--- config.mk ---
export PLATFORM = sky130hd
export DESIGN_NAME = base64_stream_encoder_flat
export DESIGN_NICKNAME = d
export VERILOG_FILES = /design/src/rtl/b64e_pkg.sv /design/src/rtl/b64e_byte_if.sv /design/src/rtl/b64e_char_if.sv /design/src/rtl/b64e_front.sv /design/src/rtl/b64e_queue.sv /design/src/rtl/b64e_back.sv /design/src/rtl/base64_stream_encoder.sv /design/src/flat_wrapper.sv
export SDC_FILE = /design/constraint.sdc
export NUM_CORES = 1
export LEC_CHECK = 0
export ABC_AREA = 1
export BUFFER_PORTS_ARGS = -buffer_cell sky130_fd_sc_hd__clkbuf_2
export CAP_MARGIN = 20
export CORE_UTILIZATION = 30
export CTS_CLUSTER_DIAMETER = 120
export DETAILED_ROUTE_END_ITERATION = 10
export HOLD_SLACK_MARGIN = 0.06
export PLACE_DENSITY = 0.44
export SLEW_MARGIN = 5
export SYNTH_ARGS = -nofsm -noshare
export SYNTH_HDL_FRONTEND = slang
export SYNTH_SLANG_ARGS = --single-unit
--- constraint.sdc ---
create_clock -name i_clk -period 4.5 [get_ports i_clk]
set_clock_uncertainty 0.05 [all_clocks]
set_input_delay 0 -clock i_clk [delete_from_list [all_inputs] [get_ports i_clk]]
set_output_delay 0 -clock i_clk [all_outputs]
set_load 0.02 [all_outputs]
--- src/rtl/b64e_pkg.sv ---
// ----------------------------------------------------------------------------
// b64e_pkg
// Shared types, constants and the character lookup for the Base64 encoder.
// ----------------------------------------------------------------------------
package b64e_pkg;

    // Pad character '='
    localparam logic [7:0] PAD_CHAR = 8'h3D;

    // Number of valid bytes in a queued group
    localparam logic [1:0] NB_ONE   = 2'd1;
    localparam logic [1:0] NB_TWO   = 2'd2;
    localparam logic [1:0] NB_THREE = 2'd3;

    // Character position inside a four-character quad
    localparam logic [1:0] POS_0 = 2'd0;
    localparam logic [1:0] POS_1 = 2'd1;
    localparam logic [1:0] POS_2 = 2'd2;
    localparam logic [1:0] POS_3 = 2'd3;

    // One byte group handed from the front end to the back end
    typedef struct packed {
        logic [23:0] bits;    // first byte in [23:16]
        logic [1:0]  nbytes;  // valid bytes, one to three
        logic        last;    // group closes the message
    } t_group;

    // Standard alphabet: A-Z, a-z, 0-9, '+', '/'
    function automatic logic [7:0] sextet_char(input logic [5:0] s);
        logic [7:0] c;
        c = 8'h2F;
        if (s < 6'd26) begin
            c = 8'h41 + {2'b00, s};
        end else if (s < 6'd52) begin
            c = 8'h61 + {2'b00, s} - 8'd26;
        end else if (s < 6'd62) begin
            c = 8'h30 + {2'b00, s} - 8'd52;
        end else if (s == 6'd62) begin
            c = 8'h2B;
        end
        return c;
    endfunction

endpackage

--- src/rtl/b64e_byte_if.sv ---
// ----------------------------------------------------------------------------
// b64e_byte_if
// Valid/ready channel carrying raw message bytes.
// ----------------------------------------------------------------------------
interface b64e_byte_if;
    logic       valid;
    logic       ready;
    logic [7:0] data_byte;
    logic       last_byte;

    modport source (output valid, output data_byte, output last_byte, input ready);
    modport sink   (input valid, input data_byte, input last_byte, output ready);
endinterface

--- src/rtl/b64e_char_if.sv ---
// ----------------------------------------------------------------------------
// b64e_char_if
// Valid/ready channel carrying encoded ASCII characters.
// ----------------------------------------------------------------------------
interface b64e_char_if;
    logic       valid;
    logic       ready;
    logic [7:0] ascii_char;
    logic       last_char;

    modport source (output valid, output ascii_char, output last_char, input ready);
    modport sink   (input valid, input ascii_char, input last_char, output ready);
endinterface

--- src/rtl/b64e_front.sv ---
// ----------------------------------------------------------------------------
// b64e_front
// Collects bytes into three-byte groups and pushes finished groups.
// ----------------------------------------------------------------------------
module b64e_front (
    input  logic            i_clk,
    input  logic            i_rst_n,
    b64e_byte_if.sink       i_byte,
    input  logic            i_full,
    output logic            o_push,
    output b64e_pkg::t_group o_grp
);

    logic [15:0] r_pend, n_pend;
    logic [1:0]  r_cnt,  n_cnt;
    logic        w_xfer;

    // Take a byte whenever the queue has room
    assign i_byte.ready = !i_full;
    assign w_xfer       = i_byte.valid && !i_full;

    // Group assembly
    always_comb begin
        n_pend = r_pend;
        n_cnt  = r_cnt;
        o_push = 1'b0;
        o_grp  = '0;
        if (w_xfer) begin
            priority if (r_cnt == 2'd0) begin
                if (!i_byte.last_byte) begin
                    n_pend = {i_byte.data_byte, 8'h00};
                    n_cnt  = 2'd1;
                end else begin
                    o_push      = 1'b1;
                    o_grp.bits  = {i_byte.data_byte, 16'h0000};
                    o_grp.nbytes = b64e_pkg::NB_ONE;
                end
            end else if (r_cnt == 2'd1) begin
                if (!i_byte.last_byte) begin
                    n_pend = {r_pend[15:8], i_byte.data_byte};
                    n_cnt  = 2'd2;
                end else begin
                    o_push      = 1'b1;
                    o_grp.bits  = {r_pend[15:8], i_byte.data_byte, 8'h00};
                    o_grp.nbytes = b64e_pkg::NB_TWO;
                end
            end else begin
                // two held bytes: group is complete
                o_push      = 1'b1;
                o_grp.bits  = {r_pend, i_byte.data_byte};
                o_grp.nbytes = b64e_pkg::NB_THREE;
            end
            o_grp.last = i_byte.last_byte;
            if (o_push) begin
                n_pend = '0;
                n_cnt  = 2'd0;
            end
        end
    end

    always_ff @(posedge i_clk) begin
        if (!i_rst_n) begin
            r_pend <= '0;
            r_cnt  <= '0;
        end else begin
            r_pend <= n_pend;
            r_cnt  <= n_cnt;
        end
    end

endmodule

--- src/rtl/b64e_queue.sv ---
// ----------------------------------------------------------------------------
// b64e_queue
// Two-entry group queue between the front and back ends.
// ----------------------------------------------------------------------------
module b64e_queue (
    input  logic             i_clk,
    input  logic             i_rst_n,
    input  logic             i_push,
    input  b64e_pkg::t_group i_grp,
    input  logic             i_pop,
    output logic             o_full,
    output logic             o_valid,
    output b64e_pkg::t_group o_grp
);

    b64e_pkg::t_group r_mem [2];
    logic             r_wptr, n_wptr;
    logic             r_rptr, n_rptr;
    logic [1:0]       r_cnt,  n_cnt;

    assign o_full  = (r_cnt == 2'd2);
    assign o_valid = (r_cnt != 2'd0);
    assign o_grp   = r_mem[r_rptr];

    // Pointer and occupancy update
    always_comb begin
        n_wptr = r_wptr;
        n_rptr = r_rptr;
        n_cnt  = r_cnt;
        if (i_push) begin
            n_wptr = !r_wptr;
        end
        if (i_pop) begin
            n_rptr = !r_rptr;
        end
        unique case ({i_push, i_pop})
            2'b10:   n_cnt = r_cnt + 2'd1;
            2'b01:   n_cnt = r_cnt - 2'd1;
            default: n_cnt = r_cnt;
        endcase
    end

    always_ff @(posedge i_clk) begin
        if (i_push) begin
            r_mem[r_wptr] <= i_grp;
        end
    end

    always_ff @(posedge i_clk) begin
        if (!i_rst_n) begin
            r_wptr <= 1'b0;
            r_rptr <= 1'b0;
            r_cnt  <= 2'd0;
        end else begin
            r_wptr <= n_wptr;
            r_rptr <= n_rptr;
            r_cnt  <= n_cnt;
        end
    end

endmodule

--- src/rtl/b64e_back.sv ---
// ----------------------------------------------------------------------------
// b64e_back
// Turns each queued group into four characters, one per cycle while the receiver is ready.
// ----------------------------------------------------------------------------
module b64e_back (
    input  logic             i_clk,
    input  logic             i_rst_n,
    input  logic             i_valid,
    input  b64e_pkg::t_group i_grp,
    output logic             o_pop,
    b64e_char_if.source      o_char
);

    b64e_pkg::t_group r_grp,   n_grp;
    logic             r_busy,  n_busy;
    logic [1:0]       r_sel,   n_sel;
    logic             r_ovld,  n_ovld;
    logic [7:0]       r_ochar, n_ochar;
    logic             r_olast, n_olast;
    logic             w_adv;
    logic [5:0]       w_sextet;
    logic [7:0]       w_char;
    logic             w_pad;

    assign o_char.valid      = r_ovld;
    assign o_char.ascii_char = r_ochar;
    assign o_char.last_char  = r_olast;

    // Output register free or being drained this cycle
    assign w_adv = r_busy && (!r_ovld || o_char.ready);

    // Current character of the quad
    always_comb begin
        unique case (r_sel)
            b64e_pkg::POS_0: w_sextet = r_grp.bits[23:18];
            b64e_pkg::POS_1: w_sextet = r_grp.bits[17:12];
            b64e_pkg::POS_2: w_sextet = r_grp.bits[11:6];
            default:         w_sextet = r_grp.bits[5:0];
        endcase
        w_pad = ((r_sel == b64e_pkg::POS_2) && (r_grp.nbytes == b64e_pkg::NB_ONE)) ||
                ((r_sel == b64e_pkg::POS_3) && (r_grp.nbytes != b64e_pkg::NB_THREE));
        w_char = w_pad ? b64e_pkg::PAD_CHAR : b64e_pkg::sextet_char(w_sextet);
    end

    // Quad sequencing and output register
    always_comb begin
        n_grp   = r_grp;
        n_busy  = r_busy;
        n_sel   = r_sel;
        n_ochar = r_ochar;
        n_olast = r_olast;
        n_ovld  = r_ovld && !o_char.ready;
        o_pop   = i_valid && (!r_busy || (w_adv && (r_sel == b64e_pkg::POS_3)));
        if (w_adv) begin
            n_ovld  = 1'b1;
            n_ochar = w_char;
            n_olast = r_grp.last && (r_sel == b64e_pkg::POS_3);
            n_sel   = r_sel + 2'd1;
            if (r_sel == b64e_pkg::POS_3) begin
                n_busy = 1'b0;
            end
        end
        if (o_pop) begin
            n_grp  = i_grp;
            n_busy = 1'b1;
            n_sel  = b64e_pkg::POS_0;
        end
    end

    always_ff @(posedge i_clk) begin
        r_grp   <= n_grp;
        r_ochar <= n_ochar;
        r_olast <= n_olast;
    end

    always_ff @(posedge i_clk) begin
        if (!i_rst_n) begin
            r_busy <= 1'b0;
            r_sel  <= b64e_pkg::POS_0;
            r_ovld <= 1'b0;
        end else begin
            r_busy <= n_busy;
            r_sel  <= n_sel;
            r_ovld <= n_ovld;
        end
    end

endmodule

--- src/rtl/base64_stream_encoder.sv ---
// ----------------------------------------------------------------------------
// base64_stream_encoder
// Streaming Base64 encoder, standard alphabet with '=' padding.
// ----------------------------------------------------------------------------
// Usage:
//   i_byte carries raw bytes (data_byte) with last_byte marking the end of a
//   message; o_char carries ASCII characters with last_char set on the final
//   character of the message. Both are valid/ready channels.
//   Every third byte, or a byte with last_byte set, closes a group that comes
//   out as four characters, padded with '=' when the group is short.
//   The first character of a group passes through the group queue, the group
//   register of the back end and the output register; the rest follow one
//   per cycle while the receiver is ready, out of a single output register.
//   A two-entry group queue lets input run ahead of output.
//   Reset (synchronous, active low) drops held bytes, queued groups and any
//   pending character; i_byte.ready is high in the first cycle after it.
//   When the receiver stalls, the current character holds; input keeps
//   being taken until the group queue fills, then i_byte.ready drops.
// ----------------------------------------------------------------------------
module base64_stream_encoder (
    input  logic        i_clk,
    input  logic        i_rst_n,
    b64e_byte_if.sink   i_byte,
    b64e_char_if.source o_char
);

    logic             w_push;
    logic             w_full;
    logic             w_qvalid;
    logic             w_pop;
    b64e_pkg::t_group w_in_grp;
    b64e_pkg::t_group w_q_grp;

    b64e_front u_front (
        .i_clk   (i_clk),
        .i_rst_n (i_rst_n),
        .i_byte  (i_byte),
        .i_full  (w_full),
        .o_push  (w_push),
        .o_grp   (w_in_grp)
    );

    b64e_queue u_queue (
        .i_clk   (i_clk),
        .i_rst_n (i_rst_n),
        .i_push  (w_push),
        .i_grp   (w_in_grp),
        .i_pop   (w_pop),
        .o_full  (w_full),
        .o_valid (w_qvalid),
        .o_grp   (w_q_grp)
    );

    b64e_back u_back (
        .i_clk   (i_clk),
        .i_rst_n (i_rst_n),
        .i_valid (w_qvalid),
        .i_grp   (w_q_grp),
        .o_pop   (w_pop),
        .o_char  (o_char)
    );

endmodule

--- src/flat_wrapper.sv ---
// flat-port wrapper written by rule: the top's interface ports become plain ports
module base64_stream_encoder_flat 
  (i_clk, i_rst_n, i_byte_valid, i_byte_data_byte, i_byte_last_byte, i_byte_ready, o_char_valid, o_char_ascii_char, o_char_last_char, o_char_ready);
  b64e_byte_if i_byte_i ();
  b64e_char_if o_char_i ();
  input  logic i_clk;
  input  logic i_rst_n;
  input wire logic [$bits(i_byte_i.valid)-1:0] i_byte_valid;
  input wire logic [$bits(i_byte_i.data_byte)-1:0] i_byte_data_byte;
  input wire logic [$bits(i_byte_i.last_byte)-1:0] i_byte_last_byte;
  output wire logic [$bits(i_byte_i.ready)-1:0] i_byte_ready;
  output wire logic [$bits(o_char_i.valid)-1:0] o_char_valid;
  output wire logic [$bits(o_char_i.ascii_char)-1:0] o_char_ascii_char;
  output wire logic [$bits(o_char_i.last_char)-1:0] o_char_last_char;
  input wire logic [$bits(o_char_i.ready)-1:0] o_char_ready;
  assign i_byte_i.valid = i_byte_valid;
  assign i_byte_i.data_byte = i_byte_data_byte;
  assign i_byte_i.last_byte = i_byte_last_byte;
  assign i_byte_ready = i_byte_i.ready;
  assign o_char_valid = o_char_i.valid;
  assign o_char_ascii_char = o_char_i.ascii_char;
  assign o_char_last_char = o_char_i.last_char;
  assign o_char_i.ready = o_char_ready;
  base64_stream_encoder u_core (.i_clk(i_clk), .i_rst_n(i_rst_n), .i_byte(i_byte_i), .o_char(o_char_i));
endmodule
==> results.yml, run 1 <==
global_route:
  grt_antenna_before_repair: 0
  grt_remaining_overflow: 0
  grt_usage: 0.134
  grt_max_degree: 32
  grt_first_pass_wirelength_um: 17800
  first_global_vias: 3414
drt:
  avgViaCountPerCell: 4.38
  num_vias: 3373
  route.detailed.drc: 0
  wirelength_um: 10700
  wl_met3_um: 360
  avgRoutedWirePerCell_um: 13.9
  drt_first_pass_iters: 4
  drt_first_iter_violations: 176
  antenna_left: 0
  route.met2.wl_um: 5200
  wl_met1_um: 4980
  routed.top_layer: "met4"
logic_synthesis:
  yosysTopAreaCell: "edfxtp_1"
  synth.most_common_cell: "nand2_1"
  synth_xor_area_frac: 0.00171
  synthCells: 488
  yosys_most_used_dff: "edfxtp_1"
  ys_top_cells_by_count: "162 x nand2_1, 90 x edfxtp_1, 45 x inv_1, 29 x nor2_1, 26 x dfxtp_1"
  synthSimpleGateAreaFrac: 0.216
  synthTopCellsByArea: "edfxtp_1 53%, nand2_1 12%, dfxtp_1 10%"
  yosys_warnings: 0
  syn_area_per_cell_um2: 10.5
  synth_compound_area_frac: 0.0865
  syn_nets: 508
  synth_top_family_by_area: "simple AND/OR/NAND/NOR gates"
  synth_fa_ha_area_frac: 0.0171
  synth_enable_flop_cells: 90
  ys_ff_latch: 116
  synth_mux_area_frac: 0
  syn-cell-area_mm2: 0.00512
  synthArstFlopShare: 0
  synth_top_cell_area_share: 0.528
  synth_cell_types: 36
  synth-seq-area-share: 0.630
floorplan:
  die_height_um: 133
  rows: 47
  core_area_mm2: 0.0166
  fp.dieArea_mm2: 0.0176
  pin_count: 24
  die_w_um: 133
  start_util: 0.308
sta:
  fin_tns_setup_ps: 0
  setup-violations-final: 0
  final_hold_viol_count: 0
  drv_slew: 0
  rsz0062_at_grt: "false"
  finalCriticalPeriod_ps: 2400
  fin_crit_sh: 0.532
  whs_ps: 114
  timing.fmax_mhz: 418
  tightest_slew_ps: 854
  fin_ws_ps: 2100
  max_slew_margin: 0.427
clock_tree:
  cts.sinks: 116
  clock_latency_ps: 410
  root_buffer: "clkbuf_16"
  cts_tree: "yes"
  cts_inserted_buffers: 17
  htreeDepth: 4
  clkTransAtPathRegs_ps: 60
  clockBufferDepth: 2
  post_cts_buffers: 0
layout:
  fin_cells: 770
  nets: 556
  area_growth_pct: 21.9
  drive_above_1_share: 0.180
  final_area_mm2: 0.00624
worst_setup_path:
  worstPathCellList: "inv_1 > nand2_1 > nand2_2 > inv_1 > nand2_1 > o21ai_0"
  cp_top_family: "simple AND/OR/NAND/NOR gates"
  worstSetupStartpointType: "flip-flop"
  r2r_start: "u_core.u_queue.r_cnt[0]"
  cpPeakStageDelay_ps: 480
  cp.required_ps: 4620
  crit_type: "flip-flop to flip-flop"
  cp_max_fo: 15
  cp_data_arrival_time_ps: 2520
  critical-path-slowest-cell: "o21ai_0"
  worst-path-buf-inv: 2
  cp-end-kind: "flip-flop"
  r2r_cells: 6
  r2r_end: "u_core.u_queue.r_mem[0][11]"
  r2r_slack_ps: 2100
worst_hold_path:
  min_from: "i_byte_last_byte"
  min_path_type: "input pin to flip-flop"
  min_path_cells: 3
  hold_end: "u_core.u_queue.r_wptr"
place:
  portBuffers: 23
  dp_hpwl_um: 7390
  place_inst: 722
  place_area_mm2: 0.00548
  pre_cts_ws_ps: 2090
  gp_congestion: 0.789
flow_run:
  drv_cap: 0
power:
  max-vdd-ir-drop_mv: 0.302
  powerDensity_mw_per_mm2: 686
  leakage_nw: 2.46
status:
  status: "finished, final reports clean"
cells by family (layout without fill, tap and decap cells):
group / Yosys count / in the layout
AND/OR/NAND/NOR: 244 / 244
flip-flops: 116 / 116
buffers and inverters: 61 / 122
AO/OA/AOI/OAI: 58 / 58
adder cells (fa/ha/maj): 7 / 7
other: 1 / 2
XOR/XNOR: 1 / 1
report_power, final:
group | switching (mW) | internal (mW)
logic | 0.910 | 0.411
registers | 0.0860 | 1.51
clock network | 0.460 | 0.907
total | 1.46 | 2.83
repair_timing:
| action | CTS | global route |
|---|---|---|
| resized for setup | 0 | 0 |
| hold endpoints to repair | 70 | 0 |
| hold buffers | 15 | 0 |
through the flow:
step / power, mW / util
finish: 4.28 / 0.375
detailed placement: 2.96 / 0.329
floorplan: 2.60 / -
global placement: 2.95 / 0.329
CTS: 4.35 / 0.375
global route: 4.57 / 0.375
cell usage in the layout, fill, tap and decap left out, types with 9 or more instances in the layout:
| cell | instances |
|---|---|
| edfxtp_1 | 90 |
| nand2_2 | 9 |
| nor2_1 | 27 |
| a21oi_1 | 16 |
| o22ai_1 | 9 |
| clkbuf_2 | 23 |
| nand2_1 | 162 |
| o32ai_1 | 13 |
| clkbuf_16 | 18 |
| dfxtp_1 | 26 |
| nand3_1 | 19 |
| dlygate4sd3_1 | 15 |
| inv_1 | 45 |
tightest hold or removal path, stage by stage:
cell and delay [ps]:
clkbuf_2 250, o21ai_4 140, a21oi_1 150
registers in the layout, indices dropped and copies added, names as in the netlist:
name and flops:
u_core.u_front.r_pend 16, u_core.u_back.o_char.ascii_char 8, u_core.u_queue.r_rptr 1, u_core.u_back.r_grp 27
u_core.u_back.o_char.valid 1, u_core.u_queue.r_cnt 2, u_core.u_back.r_busy 1, u_core.u_queue.r_mem 54
u_core.u_queue.r_wptr 1, u_core.u_back.r_sel 2, u_core.u_back.o_char.last_char 1, u_core.u_front.r_cnt 2
metal layers:
metal	up-vias	GRT usage
met5	-	0
met4	0	0.0530
met3	12	0.0425
met2	54	0.220
met1	1567	0.163
li1	1740	-
final cells by class:
class | count | area [um^2]
clock inverters | 7 | 93.8
inverters | 48 | 180
well taps | 220 | 275
multi-input cells | 311 | 1660
repair buffers | 42 | 295
flip-flops and latches | 116 | 3220
fillers | 1636 | 10400
diodes | 1 | 2.50
clock buffers | 25 | 517
worst max-delay path by stage:
stage / from / to / slack, ps / cells past startpoint
after floorplan: u_core.u_back.r_sel[0] / u_core.u_queue.r_cnt[1] / 1350 / 9
after detailed placement: u_core.u_queue.r_cnt[0] / u_core.u_queue.r_mem[0][11] / 2090 / 6
final: u_core.u_queue.r_cnt[0] / u_core.u_queue.r_mem[0][11] / 2100 / 6
after global routing: u_core.u_queue.r_cnt[0] / u_core.u_queue.r_mem[0][11] / 1900 / 6
after global placement: u_core.u_queue.r_cnt[0] / u_core.u_queue.r_mem[0][11] / 2110 / 6
after CTS: u_core.u_queue.r_cnt[0] / u_core.u_queue.r_mem[0][11] / 2080 / 6
(Power assumes the default switching activity.)
==> run 2, diff against run 1 <==
Clock period 4.5 ns to 2.32 ns, I/O delays scaled along.
==> run 2 against run 1 <==
  * Critical path depth increased by 7
  * First-iteration DRC count decreased by 10%
  * Worst hold slack improved by 8.9 ps
  * Via count increased by 0.50%
  * Largest cell class unchanged
==> results.yml, run 2 (synthesis gave the netlist of run 1 again) <==
global_route:
  grt_use_met2: 0.235
  grt_busiest_layer: "met2"
  use_met1: 0.158
  grt_antenna_before_repair: 0
  grt_remaining_overflow: 0
  first_global_vias: 3476
  use_met3: 0.0395
  grt_usage: 0.135
  grt_first_pass_wirelength_um: 17900
  grt_max_degree: 28
clock_tree:
  clockBufferDepth: 2
  clkTransAtPathRegs_ps: 50
  cts_inserted_buffers: 17
  root_buffer: "clkbuf_16"
  cts_tree: "yes"
  cts-resized-gates: 0
  htreeDepth: 4
  clock_latency_ps: 410
  cts.sinks: 116
  post_cts_buffers: 0
power:
  p_clk_frac: 0.313
  finalPower_mw: 8.33
  netSwitchingPower_mw: 2.84
  seq_power_share: 0.376
  netSwitchingFraction: 0.341
  leakage_nw: 2.47
  p_comb_frac: 0.311
  p_int_mw: 5.48
  powerDensity_mw_per_mm2: 1330
  max-vdd-ir-drop_mv: 0.588
worst_setup_path:
  cp-end-kind: "flip-flop"
  cpPeakStageDelay_ps: 370
  crit_top_cell: "nand2_1"
  worstPathCellList: "inv_1 > ha_1 > nand2_1 > nand2_1 > o21ai_4 > inv_1 > ha_1 > nand2_1 > nand2_1 > nand3_1 > nand2_1 > inv_1 > nand3_1"
  cp_max_fo: 7
  critical-path-slowest-cell: "dfxtp_1"
  crit_type: "flip-flop to flip-flop"
  cp.required_ps: 2430
  cp_data_arrival_time_ps: 2210
  worstSetupStartpointType: "flip-flop"
layout:
  fin_cells: 771
  final_common_cell: "nand2_1"
  nets: 558
  largest_reg_flops: 54
  drive_above_1_share: 0.187
  area_growth_pct: 21.8
  diodes: 0
  fillers: 1666
  multi_input_area_mm2: 0.00166
  register_area_mm2: 0.00322
  reg_top3: "u_core.u_queue.r_mem x54, u_core.u_back.r_grp x27, u_core.u_front.r_pend x16"
  final_cell_mix: "162 x nand2_1, 90 x edfxtp_1, 45 x inv_1"
  regMostFlops: "u_core.u_queue.r_mem"
sta:
  setup-violations-final: 0
  whs_ps: 123
  drv_slew: 0
  fin_tns_setup_ps: 0
  final_hold_viol_count: 0
  rsz0062_at_grt: "false"
  timing.fmax_mhz: 475
  max_slew_margin: 0.655
  tightest_slew_ps: 517
  finalCriticalPeriod_ps: 2110
  fin_crit_sh: 0.908
drt:
  avgViaCountPerCell: 4.40
  wirelength_um: 10800
  avgRoutedWirePerCell_um: 14.0
  route.detailed.drc: 0
  num_vias: 3390
  drt_first_pass_iters: 4
  drt_first_iter_violations: 158
  antenna_left: 0
floorplan:
  core_area_mm2: 0.0166
  start_util: 0.308
  die_height_um: 133
  rows: 47
  fp.dieArea_mm2: 0.0176
  pin_count: 24
  die_w_um: 133
place:
  dp_hpwl_um: 7600
  gp_congestion: 0.877
  place_inst: 727
  portBuffers: 23
status:
  status: "finished, final reports clean"
worst_hold_path:
  min_path_type: "input pin to flip-flop"
flow_run:
  drv_cap: 0
-- run 2: area by class of cell --
cell class	count	area share
clock buffers	24	0.0806
repair buffers	44	0.0485
multi-input cells	311	0.265
clock inverters	8	0.0158
flip-flops and latches	116	0.517
inverters	48	0.0289
well taps	220	0.0441
-- run 2: path summary, 6_finish.rpt --
check	from	end	slack, ps	cells after the start
max	u_core.u_back.r_sel[0]	u_core.u_back.o_char.ascii_char[2]	210	13
min	i_byte_last_byte	u_core.u_queue.r_wptr	120	3
max reg2reg	u_core.u_back.r_sel[0]	u_core.u_back.o_char.ascii_char[2]	210	13
min reg2reg	u_core.u_front.r_pend[14]	u_core.u_front.r_pend[14]	410	2
-- run 2: critical path: cells and delay by family, from the launching register on --
kind / cells / cell delay (ps)
and+or+nand+nor: 7 / 470
adders and majority gates: 2 / 480
AOI/OAI and AO/OA: 1 / 240
DFF: 1 / 370
buffers and inverters: 3 / 240
-- run 2: power by group through the flow --
stage               clock [mW]  combinational [mW]  sequential [mW]
floorplan                    0                1.85             3.19
global placement             0                2.59             3.19
detailed placement           0                2.60             3.19
CTS                       2.67                2.63             3.14
global route              2.77                2.94             3.17
finish                    2.61                2.59             3.13
-- run 2: repair_timing --
| action | CTS | global route |
|---|---|---|
| endpoints found under the hold margin | 73 | 0 |
| endpoints found under the setup margin | 0 | 0 |
| hold buffers | 12 | 0 |
-- run 2: per-layer routing --
metal | part of all wire | routed length [um]
met1 | 0.46 | 4920
met2 | 0.50 | 5440
met3 | 0.029 | 310
met4 | 0.013 | 138
met5 | 0 | 0
-- run 2: per-stage QoR --
step | cell area, um^2 | setup WS, ps | utilization
2_1_floorplan | 5120 | -322 | -
3_5_place_dp | 5520 | 213 | 0.331
6_report | 6240 | 214 | 0.375
4_1_cts | 6240 | 210 | 0.375
5_1_grt | 6240 | 1.91 | 0.375
3_3_place_gp | 5520 | 246 | 0.331
==> run 3, diff against run 2 <==
Settings changed: BUFFER_PORTS_ARGS -buffer_cell sky130_fd_sc_hd__clkbuf_2 to default, CAP_MARGIN 20 to 15, DONT_BUFFER_PORTS from default to 1, PLACE_DENSITY 0.44 to 0.43.
==> run 3 against run 2 <==
  * Die area stayed put
  * Non-clock buffer count down 18
  * Worst hold slack gained 190 ps
  * First-iteration DRC count up 1.3%
  * Core utilization shrank 0.44 points
  * Clock power is essentially flat
  * Cell count shrank 2.3%
  * Highest routed layer unchanged
==> results.yml, run 3 (synthesis gave the netlist of run 1 again) <==
layout:
  fin_cells: 753
  final_common_cell: "nand2_1"
  fillers: 1655
  final_cell_mix: "162 x nand2_1, 90 x edfxtp_1, 45 x inv_1"
  reg_top3: "u_core.u_queue.r_mem x54, u_core.u_back.r_grp x27, u_core.u_front.r_pend x16"
  area_growth_pct: 20.4
  final_area_mm2: 0.00617
  multi_input_area_mm2: 0.00166
  largest_reg_flops: 54
  postLayoutCoreUtil: 0.370
  nets: 540
  drive_above_1_share: 0.154
  register_area_mm2: 0.00322
  diodes: 0
  regMostFlops: "u_core.u_queue.r_mem"
worst_setup_path:
  r2r_slack_ps: 230
  cp_max_fo: 6
  worstSetupStartpointType: "flip-flop"
  crit_start: "u_core.u_queue.r_cnt[0]"
  cp_data_arrival_time_ps: 2310
  cp.required_ps: 2540
  cp-end-kind: "flip-flop"
  r2r_end: "u_core.u_queue.r_mem[1][26]"
  r2r_cells: 8
  crit_type: "flip-flop to flip-flop"
  endpoint: "u_core.u_queue.r_mem[1][26]"
  r2r_start: "u_core.u_queue.r_cnt[0]"
power:
  powerDensity_mw_per_mm2: 1350
  leakage_nw: 2.39
  max-vdd-ir-drop_mv: 0.559
clock_tree:
  root_buffer: "clkbuf_16"
  clockBufferDepth: 2
  htreeDepth: 4
  clkTransAtPathRegs_ps: 50
  clock_latency_ps: 410
  cts_inserted_buffers: 17
  cts_tree: "yes"
  cts.sinks: 116
drt:
  num_vias: 3293
  route.detailed.drc: 0
  antenna_left: 0
  avgViaCountPerCell: 4.37
  drt_first_pass_iters: 5
  drt_first_iter_violations: 160
  wirelength_um: 10600
  avgRoutedWirePerCell_um: 14.1
place:
  place_area_mm2: 0.00541
  gp_congestion: 0.779
  place_inst: 705
  pre_cts_ws_ps: 132
  portBuffers: 0
  dp_hpwl_um: 7300
floorplan:
  die_w_um: 133
  die_height_um: 133
  start_util: 0.308
  fp.dieArea_mm2: 0.0176
  rows: 47
  core_area_mm2: 0.0166
  pin_count: 24
sta:
  max_slew_margin: 0.600
  setup-violations-final: 0
  finalCriticalPeriod_ps: 2090
  rsz0062_at_grt: "false"
  fin_crit_sh: 0.902
  tightest_slew_ps: 598
  drv_slew: 0
  whs_ps: 309
  fin_ws_ps: 227
  timing.fmax_mhz: 478
  final_hold_viol_count: 0
global_route:
  use_met1: 0.158
  grt_usage: 0.132
  first_global_vias: 3250
  use_met3: 0.0375
  grt_use_met2: 0.218
  grt_max_degree: 30
  grt_antenna_before_repair: 0
  grt_first_pass_wirelength_um: 17200
  grt_busiest_layer: "met2"
  grt_remaining_overflow: 0
flow_run:
  drv_cap: 0
worst_hold_path:
  min_path_type: "input pin to flip-flop"
status:
  status: "finished, final reports clean"
## run 3: changes by cell type in the layout (fill, tap and decap cells not counted), sizes merged
cell,delta
buf,+3
clkinvlp,-1
bufinv,+1
dlygate4sd3,+2
clkbuf,-24
clkinv,+1
## run 3: power breakdown
part	internal, mW	switching, mW	total (mW)
registers	2.94	0.280	3.22
logic	0.814	1.66	2.47
clock network	1.74	0.886	2.63
## run 3: final cells by class
type | instances | share of cell area
clock buffers | 23 | 0.0759
clock inverters | 9 | 0.0209
inverters | 48 | 0.0296
multi-input cells | 311 | 0.269
flip-flops and latches | 116 | 0.523
well taps | 220 | 0.0446
repair buffers | 26 | 0.0373
## run 3: timing repair
| action | in CTS | in global routing |
|---|---|---|
| endpoints found under the hold margin | 78 | 0 |
| hold buffers | 14 | 0 |
| buffers inserted | 0 | 2 |
| endpoints found under the setup margin | 0 | 2 |
| resized for setup | 0 | 3 |
## run 3: through the flow
| step | TNS (ps) | total power, mW |
|---|---|---|
| finish | 0 | 8.32 |
| detailed placement | 0 | 5.71 |
| global route | 0 | 8.83 |
| floorplan | -17510 | 5.05 |
| global placement | 0 | 5.70 |
| CTS | 0 | 8.40 |
## run 3: worst min path at each step
stage	startpoint	endpoint	slack, ps	cells past startpoint
4_1_cts	o_char_ready	u_core.u_back.o_char.valid	300	4
6_report	o_char_ready	u_core.u_back.o_char.valid	310	4
5_1_grt	o_char_ready	u_core.u_back.o_char.valid	350	4
2_1_floorplan	i_byte_data_byte[2]	u_core.u_front.r_pend[10]	120	2
3_3_place_gp	i_rst_n	u_core.u_queue.r_cnt[1]	90	2
3_5_place_dp	i_rst_n	u_core.u_queue.r_rptr	100	2
## run 3: metal layers
| metal | up-vias | part of all wire |
|---|---|---|
| met5 | - | 0 |
| met4 | 0 | 0.011 |
| met3 | 9 | 0.030 |
| met2 | 49 | 0.49 |
| met1 | 1526 | 0.46 |
| li1 | 1709 | - |
## run 3: worst max-delay path: stages, from the launching register on
cell and delay (ps):
dfxtp_1 390, inv_1 90, nand2_1 100, nand2_2 70
inv_1 110, o21ai_4 110, dlygate4sd3_1 630, nor2_1 220
a32o_1 190
